`src/rtl/bq_pkg.sv`:
```
// shared widths, microcode types, program rom and saturation helpers
// for the direct form ii biquad; no dependencies
package bq_pkg;

	localparam int SAMPLE_WIDTH = 24;
	localparam int COEF_WIDTH   = 32;
	localparam int W_WIDTH      = SAMPLE_WIDTH + 8;
	localparam int CF           = COEF_WIDTH - 4;
	localparam int PROD_W       = COEF_WIDTH + W_WIDTH;
	localparam int ACC_W        = PROD_W + 2;
	localparam int RND_W        = ACC_W - CF;
	localparam int TDATA_W      = ((SAMPLE_WIDTH + 7) / 8) * 8;
	localparam int CFG_IDX_W    = 8;
	localparam int NUM_STEPS    = 7;
	localparam int STEP_W       = $clog2(NUM_STEPS);

	localparam logic [COEF_WIDTH-1:0] COEF_B0_RST = COEF_WIDTH'(1) << CF;
	localparam logic [ACC_W-1:0]      ACC_HALF    = ACC_W'(1) << (CF - 1);

	// register map
	localparam logic [CFG_IDX_W-1:0] REG_B0 = CFG_IDX_W'(0);
	localparam logic [CFG_IDX_W-1:0] REG_B1 = CFG_IDX_W'(1);
	localparam logic [CFG_IDX_W-1:0] REG_B2 = CFG_IDX_W'(2);
	localparam logic [CFG_IDX_W-1:0] REG_A1 = CFG_IDX_W'(3);
	localparam logic [CFG_IDX_W-1:0] REG_A2 = CFG_IDX_W'(4);

	typedef logic [STEP_W-1:0] step_t;

	typedef enum logic [2:0] {
		CSEL_B0,
		CSEL_B1,
		CSEL_B2,
		CSEL_A1,
		CSEL_A2
	} coef_sel_t;

	typedef enum logic [1:0] {
		OSEL_D1,
		OSEL_D2,
		OSEL_W
	} opnd_sel_t;

	typedef enum logic [2:0] {
		ACC_NOP,
		ACC_LOAD_X,
		ACC_LOAD_P,
		ACC_ADD_P,
		ACC_SUB_P
	} acc_op_t;

	typedef enum logic [1:0] {
		COND_NONE,
		COND_IN,
		COND_OUT
	} cond_t;

	// datapath control, one per step
	typedef struct packed {
		logic      mul_en;
		coef_sel_t coef_sel;
		opnd_sel_t opnd_sel;
		acc_op_t   acc_op;
		logic      w_load;
		logic      out_load;
	} ctrl_t;

	typedef struct packed {
		cond_t cond;
		logic  last;
		ctrl_t ctrl;
	} ucode_t;

	localparam ctrl_t CTRL_NOP = '{
		mul_en: 1'b0, coef_sel: CSEL_B0, opnd_sel: OSEL_D1,
		acc_op: ACC_NOP, w_load: 1'b0, out_load: 1'b0};

	// program: feedback sum into w, then feedforward sum into the output
	function automatic ucode_t ucode_rom(input step_t step);
		ucode_t u;
		u.cond = COND_NONE;
		u.last = 1'b0;
		u.ctrl = CTRL_NOP;
		case (step)
			step_t'(0): begin
				u.cond = COND_IN;
				u.ctrl.acc_op = ACC_LOAD_X;
				u.ctrl.mul_en = 1'b1;
				u.ctrl.coef_sel = CSEL_A1;
				u.ctrl.opnd_sel = OSEL_D1;
			end
			step_t'(1): begin
				u.ctrl.acc_op = ACC_SUB_P;
				u.ctrl.mul_en = 1'b1;
				u.ctrl.coef_sel = CSEL_A2;
				u.ctrl.opnd_sel = OSEL_D2;
			end
			step_t'(2): begin
				u.ctrl.acc_op = ACC_SUB_P;
				u.ctrl.mul_en = 1'b1;
				u.ctrl.coef_sel = CSEL_B1;
				u.ctrl.opnd_sel = OSEL_D1;
			end
			step_t'(3): begin
				// w taken from the finished feedback sum
				u.ctrl.w_load = 1'b1;
				u.ctrl.acc_op = ACC_LOAD_P;
				u.ctrl.mul_en = 1'b1;
				u.ctrl.coef_sel = CSEL_B2;
				u.ctrl.opnd_sel = OSEL_D2;
			end
			step_t'(4): begin
				u.ctrl.acc_op = ACC_ADD_P;
				u.ctrl.mul_en = 1'b1;
				u.ctrl.coef_sel = CSEL_B0;
				u.ctrl.opnd_sel = OSEL_W;
			end
			step_t'(5): begin
				u.ctrl.acc_op = ACC_ADD_P;
			end
			step_t'(6): begin
				u.cond = COND_OUT;
				u.last = 1'b1;
				u.ctrl.out_load = 1'b1;
			end
			default: begin
				u.last = 1'b1;
			end
		endcase
		return u;
	endfunction

	function automatic logic [W_WIDTH-1:0] sat_w(input logic [RND_W-1:0] v);
		logic fits;
		logic [W_WIDTH-1:0] r;
		fits = (&v[RND_W-1:W_WIDTH-1]) || !(|v[RND_W-1:W_WIDTH-1]);
		if (fits) begin
			r = v[W_WIDTH-1:0];
		end else if (v[RND_W-1]) begin
			r = {1'b1, {(W_WIDTH-1){1'b0}}};
		end else begin
			r = {1'b0, {(W_WIDTH-1){1'b1}}};
		end
		return r;
	endfunction

	function automatic logic [SAMPLE_WIDTH-1:0] sat_s(input logic [RND_W-1:0] v);
		logic fits;
		logic [SAMPLE_WIDTH-1:0] r;
		fits = (&v[RND_W-1:SAMPLE_WIDTH-1]) || !(|v[RND_W-1:SAMPLE_WIDTH-1]);
		if (fits) begin
			r = v[SAMPLE_WIDTH-1:0];
		end else if (v[RND_W-1]) begin
			r = {1'b1, {(SAMPLE_WIDTH-1){1'b0}}};
		end else begin
			r = {1'b0, {(SAMPLE_WIDTH-1){1'b1}}};
		end
		return r;
	endfunction

endpackage

```
`src/rtl/bq_ucode_seq.sv`:
```
// microcode sequencer: step counter, program rom and stall conditions
// depends on bq_pkg
module bq_ucode_seq (
	input  logic          clk,
	input  logic          arst_n,
	input  logic          in_valid,
	input  logic          out_free,
	output logic          in_ready,
	output bq_pkg::ctrl_t ctrl
);

	bq_pkg::step_t  step_q;
	bq_pkg::ucode_t word;
	logic           stall;

	always_comb begin
		word  = bq_pkg::ucode_rom(step_q);
		stall = ((word.cond == bq_pkg::COND_IN) && !in_valid) ||
			((word.cond == bq_pkg::COND_OUT) && !out_free);
		ctrl  = stall ? bq_pkg::CTRL_NOP : word.ctrl;
		in_ready = (word.cond == bq_pkg::COND_IN);
	end

	always_ff @(posedge clk or negedge arst_n) begin
		if (!arst_n) begin
			step_q <= '0;
		end else if (!stall) begin
			step_q <= word.last ? '0 : step_q + bq_pkg::step_t'(1);
		end
	end

endmodule

```
`src/rtl/bq_datapath.sv`:
```
// coefficient registers, shared multiplier, accumulator, w and delay words
// depends on bq_pkg
module bq_datapath (
	input  logic                             clk,
	input  logic                             arst_n,
	input  bq_pkg::ctrl_t                    ctrl,
	input  logic [bq_pkg::SAMPLE_WIDTH-1:0]  sample_in,
	input  logic                             cfg_we,
	input  logic [bq_pkg::CFG_IDX_W-1:0]     cfg_idx,
	input  logic [bq_pkg::COEF_WIDTH-1:0]    cfg_wdata,
	output logic [bq_pkg::SAMPLE_WIDTH-1:0]  sample_out
);

	logic [bq_pkg::COEF_WIDTH-1:0]   b0_q, b1_q, b2_q, a1_q, a2_q;
	logic [bq_pkg::W_WIDTH-1:0]      d1_q, d2_q, w_q;
	logic [bq_pkg::PROD_W-1:0]       prod_q;
	logic [bq_pkg::ACC_W-1:0]        acc_q;
	logic [bq_pkg::SAMPLE_WIDTH-1:0] out_q;
	logic [bq_pkg::COEF_WIDTH-1:0]   coef;
	logic [bq_pkg::W_WIDTH-1:0]      opnd;
	logic [bq_pkg::ACC_W-1:0]        prod_ext, x_ext, rnd;
	logic [bq_pkg::RND_W-1:0]        rnd_hi;

	always_comb begin
		case (ctrl.coef_sel)
			bq_pkg::CSEL_B0: coef = b0_q;
			bq_pkg::CSEL_B1: coef = b1_q;
			bq_pkg::CSEL_B2: coef = b2_q;
			bq_pkg::CSEL_A1: coef = a1_q;
			bq_pkg::CSEL_A2: coef = a2_q;
			default:         coef = b0_q;
		endcase
		case (ctrl.opnd_sel)
			bq_pkg::OSEL_D1: opnd = d1_q;
			bq_pkg::OSEL_D2: opnd = d2_q;
			bq_pkg::OSEL_W:  opnd = w_q;
			default:         opnd = d1_q;
		endcase
		prod_ext = bq_pkg::ACC_W'($signed(prod_q));
		x_ext    = bq_pkg::ACC_W'($signed(sample_in)) << bq_pkg::CF;
		// round half up, then drop the coefficient fraction bits
		rnd      = acc_q + bq_pkg::ACC_HALF;
		rnd_hi   = rnd[bq_pkg::ACC_W-1:bq_pkg::CF];
	end

	always_ff @(posedge clk or negedge arst_n) begin
		if (!arst_n) begin
			b0_q <= bq_pkg::COEF_B0_RST;
			b1_q <= '0;
			b2_q <= '0;
			a1_q <= '0;
			a2_q <= '0;
			d1_q <= '0;
			d2_q <= '0;
		end else begin
			if (cfg_we) begin
				unique case (cfg_idx)
					bq_pkg::REG_B0: b0_q <= cfg_wdata;
					bq_pkg::REG_B1: b1_q <= cfg_wdata;
					bq_pkg::REG_B2: b2_q <= cfg_wdata;
					bq_pkg::REG_A1: a1_q <= cfg_wdata;
					bq_pkg::REG_A2: a2_q <= cfg_wdata;
					default: ;
				endcase
			end
			if (ctrl.out_load) begin
				d2_q <= d1_q;
				d1_q <= w_q;
			end
		end
	end

	// payload registers
	always_ff @(posedge clk) begin
		if (ctrl.mul_en) begin
			prod_q <= bq_pkg::PROD_W'($signed(coef) * $signed(opnd));
		end
		case (ctrl.acc_op)
			bq_pkg::ACC_LOAD_X: acc_q <= x_ext;
			bq_pkg::ACC_LOAD_P: acc_q <= prod_ext;
			bq_pkg::ACC_ADD_P:  acc_q <= acc_q + prod_ext;
			bq_pkg::ACC_SUB_P:  acc_q <= acc_q - prod_ext;
			default: ;
		endcase
		if (ctrl.w_load) begin
			w_q <= bq_pkg::sat_w(rnd_hi);
		end
		if (ctrl.out_load) begin
			out_q <= bq_pkg::sat_s(rnd_hi);
		end
	end

	assign sample_out = out_q;

endmodule

```
`src/rtl/biquad_iir_filter_df2.sv`:
```
// top level of the direct form ii biquad: stream ports, output register
// depends on bq_pkg, bq_ucode_seq, bq_datapath
//
//   port group  dir  handshake                transfer carries
//   s_axis      in   s_axis_tvalid/tready     sample_in
//   m_axis      out  m_axis_tvalid/tready     sample_out
//   cfg         in   cfg_valid/cfg_ready      cfg_index, cfg_data
//
// one sample runs the 7-step program, so the next input transfer waits for the
// last step, which loads the result into the output register once it is free.
// all five products go through one shared 32x32 multiplier.
// the next sample is taken while a result waits in the output register.
// a result that is not taken holds the program at its last step.
// reset sets b0 to 1.0, all other coefficients and both delays to zero.
// cfg_ready is always high; writes to an index above 4 are dropped.
module biquad_iir_filter_df2 (
	input  logic                          clk,
	input  logic                          arst_n,
	input  logic                          s_axis_tvalid,
	output logic                          s_axis_tready,
	input  logic [bq_pkg::TDATA_W-1:0]    s_axis_tdata,  // [23:0] sample_in
	output logic                          m_axis_tvalid,
	input  logic                          m_axis_tready,
	output logic [bq_pkg::TDATA_W-1:0]    m_axis_tdata,  // [23:0] sample_out
	input  logic                          cfg_valid,
	output logic                          cfg_ready,
	input  logic [bq_pkg::CFG_IDX_W-1:0]  cfg_index,
	input  logic [bq_pkg::COEF_WIDTH-1:0] cfg_data
);

	bq_pkg::ctrl_t                   ctrl;
	logic                            out_valid_q;
	logic                            out_free;
	logic [bq_pkg::SAMPLE_WIDTH-1:0] sample_out;

	assign out_free  = !out_valid_q || m_axis_tready;
	assign cfg_ready = 1'b1;

	bq_ucode_seq u_seq (
		.clk      (clk),
		.arst_n   (arst_n),
		.in_valid (s_axis_tvalid),
		.out_free (out_free),
		.in_ready (s_axis_tready),
		.ctrl     (ctrl)
	);

	bq_datapath u_dp (
		.clk        (clk),
		.arst_n     (arst_n),
		.ctrl       (ctrl),
		.sample_in  (s_axis_tdata[bq_pkg::SAMPLE_WIDTH-1:0]),
		.cfg_we     (cfg_valid && cfg_ready),
		.cfg_idx    (cfg_index),
		.cfg_wdata  (cfg_data),
		.sample_out (sample_out)
	);

	always_ff @(posedge clk or negedge arst_n) begin
		if (!arst_n) begin
			out_valid_q <= 1'b0;
		end else if (ctrl.out_load) begin
			out_valid_q <= 1'b1;
		end else if (m_axis_tready) begin
			out_valid_q <= 1'b0;
		end
	end

	assign m_axis_tvalid = out_valid_q;
	assign m_axis_tdata  = bq_pkg::TDATA_W'(sample_out);

endmodule

```
`config.mk`:
```
export PLATFORM = sky130hd
export DESIGN_NAME = biquad_iir_filter_df2
export DESIGN_NICKNAME = d
export VERILOG_FILES = /design/src/rtl/bq_pkg.sv /design/src/rtl/bq_ucode_seq.sv /design/src/rtl/bq_datapath.sv /design/src/rtl/biquad_iir_filter_df2.sv
export SDC_FILE = /design/constraint.sdc
export NUM_CORES = 2
export LEC_CHECK = 0
export BUFFER_PORTS_ARGS = -buffer_cell sky130_fd_sc_hd__clkbuf_2
export CAP_MARGIN = 20
export CORE_ASPECT_RATIO = 2
export CORE_UTILIZATION = 40
export CTS_BUF_LIST = sky130_fd_sc_hd__clkbuf_4 sky130_fd_sc_hd__clkbuf_8 sky130_fd_sc_hd__clkbuf_16
export CTS_CLUSTER_SIZE = 30
export DETAILED_ROUTE_END_ITERATION = 6
export PLACE_DENSITY = 0.54
export SLEW_MARGIN = 20
export SYNTH_ARGS = -nofsm -noshare
export SYNTH_HDL_FRONTEND = slang
export SYNTH_HIERARCHICAL = 1
export SYNTH_SLANG_ARGS = --single-unit
```
`constraint.sdc`:
```
create_clock -name clk -period 11.6 [get_ports clk]
set_input_delay 0.58 -clock clk [delete_from_list [all_inputs] [get_ports clk]]
set_output_delay 0.58 -clock clk [all_outputs]
set_load 0.005 [all_outputs]
```
## Word-level counts from Yosys, hierarchy flattened

Cells that the tools add are included.

- Bits in registers: 414
- Input bits: 69
- Output and inout bits: 27
- Logic and storage cells: 83

- $add $sub $neg: 4
- $mul: 1
- Eq/ne operators: 22
- Muxes and demuxes: 16
- Reductions and logical operators: 27

Operators by type and width:

| cell | number |
|---|---|
| $pmux 66 s4 | 1 |
| $pmux 32 s4 | 1 |
| $add 66x28->66 const B | 1 |
| $add 66x66->66 | 1 |
| $sub 66x66->66 | 1 |
| $mul 32x32->64 | 1 |
| $mux 32 | 2 |
| $pmux 32 s2 | 1 |
| $mux 24 | 2 |
| $pmux 6 s5 | 1 |
| $eq 3x2->1 const B | 6 |
| $eq 8x2->1 const B | 2 |
| $eq 3x3->1 const B | 5 |
| $reduce_and 15->1 | 1 |
| $reduce_or 15->1 | 1 |
| $pmux 3 s4 | 1 |
| $mux 11 | 1 |
| $reduce_and 2->1 | 5 |
| $eq 3x1->1 const B | 3 |
| $eq 8x1->1 const B | 1 |
| $eq 8x3->1 const B | 1 |
| $logic_not 8->1 | 1 |
| $reduce_and 7->1 | 1 |
| $reduce_or 7->1 | 1 |
| other kinds (14) | 28 |

## Longest topological paths before layout

- Word-level depth: 9
- Mapped depth: 43
- Depth with buffers taken out: 38

## By module

The synthesis kept the hierarchy.

By module, submodules not included:

| module | times used | cells an instance | area each (µm²) | seq. area each (µm²) |
|---|---|---|---|---|
| bq_datapath | 1 | 6001 | 57950.6 | 11192.0 |
| bq_ucode_seq | 1 | 44 | 380.4 | 75.1 |
| biquad_iir_filter_df2 | 1 | 5 | 58.8 | 25.0 |

## Worst setup path after synthesis

OpenSTA, ideal clock, no wires.

- Kind: register to register
- Start point: register u_seq.step_q[0]
- End point: register u_dp/prod_q[60] (netlist bit), data pin
- Library setup time: 0.260 ns
- Arrival time: 9.929 ns
- Required time: 11.340 ns
- Slack: 1.411 ns
- Cell stages (with the launch flop): 40
- Buffers on the path: 5
- Clock period less this slack: 10.189 ns
- Cell sequence: dfrtp_1 inv_1 ha_1 buf_6 nor3b_2 nand2b_1 buf_6 nor2_1 nor3b_1 clkbuf_1 clkbuf_1 a22oi_1 nand4_1 clkbuf_1 nand2_1 inv_1 fa_1 fa_1 [4 not listed] inv_1 fa_1 inv_1 fa_1 fa_1 inv_1 ha_1 a21oi_1 o21ai_0 a21oi_1 a21oi_1 or2_2 and4_1 o21ai_0 a31oi_1 a21o_1 a21oi_1 xnor2_1

RTL lines:

| item | line | RTL |
|---|---|---|
| start: declaration | bq_ucode_seq.sv:12 | `bq_pkg::step_t step_q;` |
| start signal: assignment | bq_ucode_seq.sv:28 | `step_q <= word.last ? '0 : step_q + bq_pkg::step_t'(1);` |
| end signal: assignment | bq_datapath.sv:76 | `prod_q <= bq_pkg::PROD_W'($signed(coef) * $signed(opnd));` |
| end: declaration | bq_datapath.sv:16 | `logic [bq_pkg::PROD_W-1:0] prod_q;` |

==> flow_summary.toml <==
[yosys]
async_flop_share = 0.551
synth-warning-count = 6
synth_flop_cell = "dfrtp_1"
synth_area_um2 = 58400
synth_cell_types = 94
avgSynthCellArea_um2 = 9.65
ys_seq_area_frac = 0.193
syn-num-nets = 7460
ys_ff_latch = 414
synth_edf_count = 186
synth_cells = 6050

[sta]
worst_slew_margin_rel = 0.215
rsz0062_at_grt = "no"
min_period_ns = 11.17
finalCritPeriodShare = 0.963
setup_viol = 0
worst_slew_pin_slew_ns = 1.18
fin_worst_skew_ns = 0.0176
setup_tns_ns = 0
drv_slew = 0
max_freq_mhz = 89.5
finalHoldViolCount = 0

[drt]
wl_mm = 205
drt_iter0_drc = 2817
met3WireLength_mm = 9.07
viasPerCell = 5.49
wl_per_cell_um = 25.6
drc_errors = 0
route.top_layer_used = "met4"
m1WireLength_mm = 72.1
dr.pass1.iters = 5
wl_met2_mm = 108
vias = 43900
ant_nets = 0

[setup_path]
required_ns = 11.95
critical-path-max-stage-delay_ns = 0.81
cp_slowest_cell = "and4_1"
arrival_ns = 11.52
crit_path_end_kind = "register"
path_class = "register to register"
start_kind = "register"
crit_top_cell = "fa_1"
cp_max_fo = 27

[job]
cap_violations = 0

[global_route]
grt_pass1_vias = 48400
track_usage = 0.282
grt_first_pass_wirelength_mm = 305
grt_antenna_before_repair = 2
grt_max_degree = 91
grt-ovfl-total = 0

[cts]
cts_buffer_depth = 3
cts.clk_slew.worst_paths_ns = 0.07
clock-root-buffer = "clkbuf_16"
htreeDepth = 2
cts_tree = "built"
clock_latency_ns = 0.61
cts-buffers-inserted = 42
clock-sinks = 414
holdBufCountCts = 0

[layout]
mostFrequentLayoutCells = "1083 x fa_1, 994 x inv_1, 765 x nand2_1"
fin_nets = 7489
layout_commonest_cell = "fa_1"
drive_gt1_frac = 0.111
area_growth_pct = 8.64
multiInputGateArea_um2 = 42300
layout.cells.non_filler = 8011
fillCellCount = 14300
regArea_um2 = 11300

[die]
die_y_um = 542
initial_core_util = 0.402
io_pins = 96
row_count = 198
core_area_um2 = 145000
dieArea_um2 = 148000
fp.dieW_um = 272

[placement]
gp_routability_congestion = 0.990
port_buffers = 94
dpl.cell_count = 7933
place_hpwl_mm = 167

[hold_path]
min_path_type = "primary input to async pin"

[run_status]
outcome = "finished clean"
[path summary, 6_finish.rpt]
check	from	endpoint	slack (ns)	cells after the start
min in group clk	cfg_data[6]	u_dp/a2_q[6]	0.26	2
min reg2reg	u_dp/a2_q[27]	u_dp/a2_q[27]	0.50	1
max in group asynchronous	arst_n	u_dp/b1_q[8]	9.34	3
min	arst_n	u_dp/b0_q[23]	0.005	1
max	u_seq/step_q[0]	u_dp/prod_q[63]	0.43	35
max reg2reg	u_seq/step_q[0]	u_dp/prod_q[63]	0.43	35
[kinds of logic after synthesis]
family | count (synthesis) | share of synthesized area
flip-flops | 414 | 0.193
buffers and inverters | 1314 | 0.0852
other | 1 | 0.0000642
multiplexers | 253 | 0.0483
adder cells (fa/ha/maj) | 1341 | 0.427
XOR/XNOR | 233 | 0.0351
AND/OR/NAND/NOR | 1760 | 0.132
AO/OA/AOI/OAI | 734 | 0.0792
[area by class of cell]
class,count,share of cell area
multi-input combinational,4322,0.667
sequential,414,0.178
inverter,996,0.0589
tap,1900,0.0375
timing repair buffer,303,0.0356
clock buffer,55,0.0186
clock inverter,20,0.00402
antenna,1,0.0000394
[per-stage QoR]
stage / utilization / hold WS (ns) / setup WS, ns / instance area (um2)
2_1_floorplan: - / 0.284 / 1.41 / 58400
3_3_place_gp: 0.427 / 0.487 / 0.426 / 61900
3_5_place_dp: 0.427 / 0.493 / 0.481 / 61900
4_1_cts: 0.437 / 0.0212 / 0.476 / 63400
5_1_grt: 0.437 / 0.0519 / 0.00219 / 63400
6_report: 0.437 / 0.00511 / 0.433 / 63400
[flip-flops by register name, summed over array words and instances, names as in the netlist]
| register | flops |
|---|---|
| u_dp/a2_q | 32 |
| u_dp/acc_q | 66 |
| u_dp/w_q | 32 |
| u_seq/step_q | 3 |
| u_dp/prod_q | 64 |
| u_dp/d2_q | 32 |
| u_dp/b1_q | 32 |
| u_dp/sample_out | 24 |
| u_dp/b2_q | 32 |
| u_dp/d1_q | 32 |
| u_dp/a1_q | 32 |
| m_axis_tvalid | 1 |
| u_dp/b0_q | 32 |
[timing repair]
action,CTS,global route
resized for setup,0,2
setup buffers,0,1
endpoints found under the setup margin,0,5
[cells in the mapped netlist (43+ instances only)]
| cell type | number | area share |
|---|---|---|
| dfrtp_1 | 227 | 0.097 |
| nand3_1 | 43 | 0.0037 |
| fa_1 | 1083 | 0.37 |
| nand4_1 | 69 | 0.0074 |
| a21oi_1 | 213 | 0.018 |
| nor2_1 | 618 | 0.040 |
| a21o_1 | 66 | 0.0085 |
| a22oi_1 | 86 | 0.011 |
| ha_1 | 258 | 0.055 |
| and4_1 | 43 | 0.0064 |
| o21ai_1 | 44 | 0.0038 |
| xnor2_1 | 121 | 0.018 |
| edfxtp_1 | 186 | 0.096 |
| clkbuf_1 | 285 | 0.018 |
| inv_1 | 994 | 0.064 |
| mux2_2 | 224 | 0.043 |
| xor2_1 | 111 | 0.017 |
| nand2_1 | 765 | 0.049 |
| o21ai_0 | 137 | 0.012 |
[per-layer routing]
metal	global-route usage	vias up
li1	-	19100
met1	0.302	22700
met2	0.520	1478
met3	0.0292	600
met4	0.184	0
met5	0	-
[critical path, delay by kind of cell (launching register included)]
kind	cells	cell delay, ns
fa+ha+maj	10	4.73
buf+inv	6	0.76
simple gates	10	3.04
flops	1	0.38
xor+xnor	1	0.08
compound gates	8	1.90
Power is left out: the tool's default activity adds up to more than one toggle a clock period on the data nets, which glitch-free logic cannot reach.
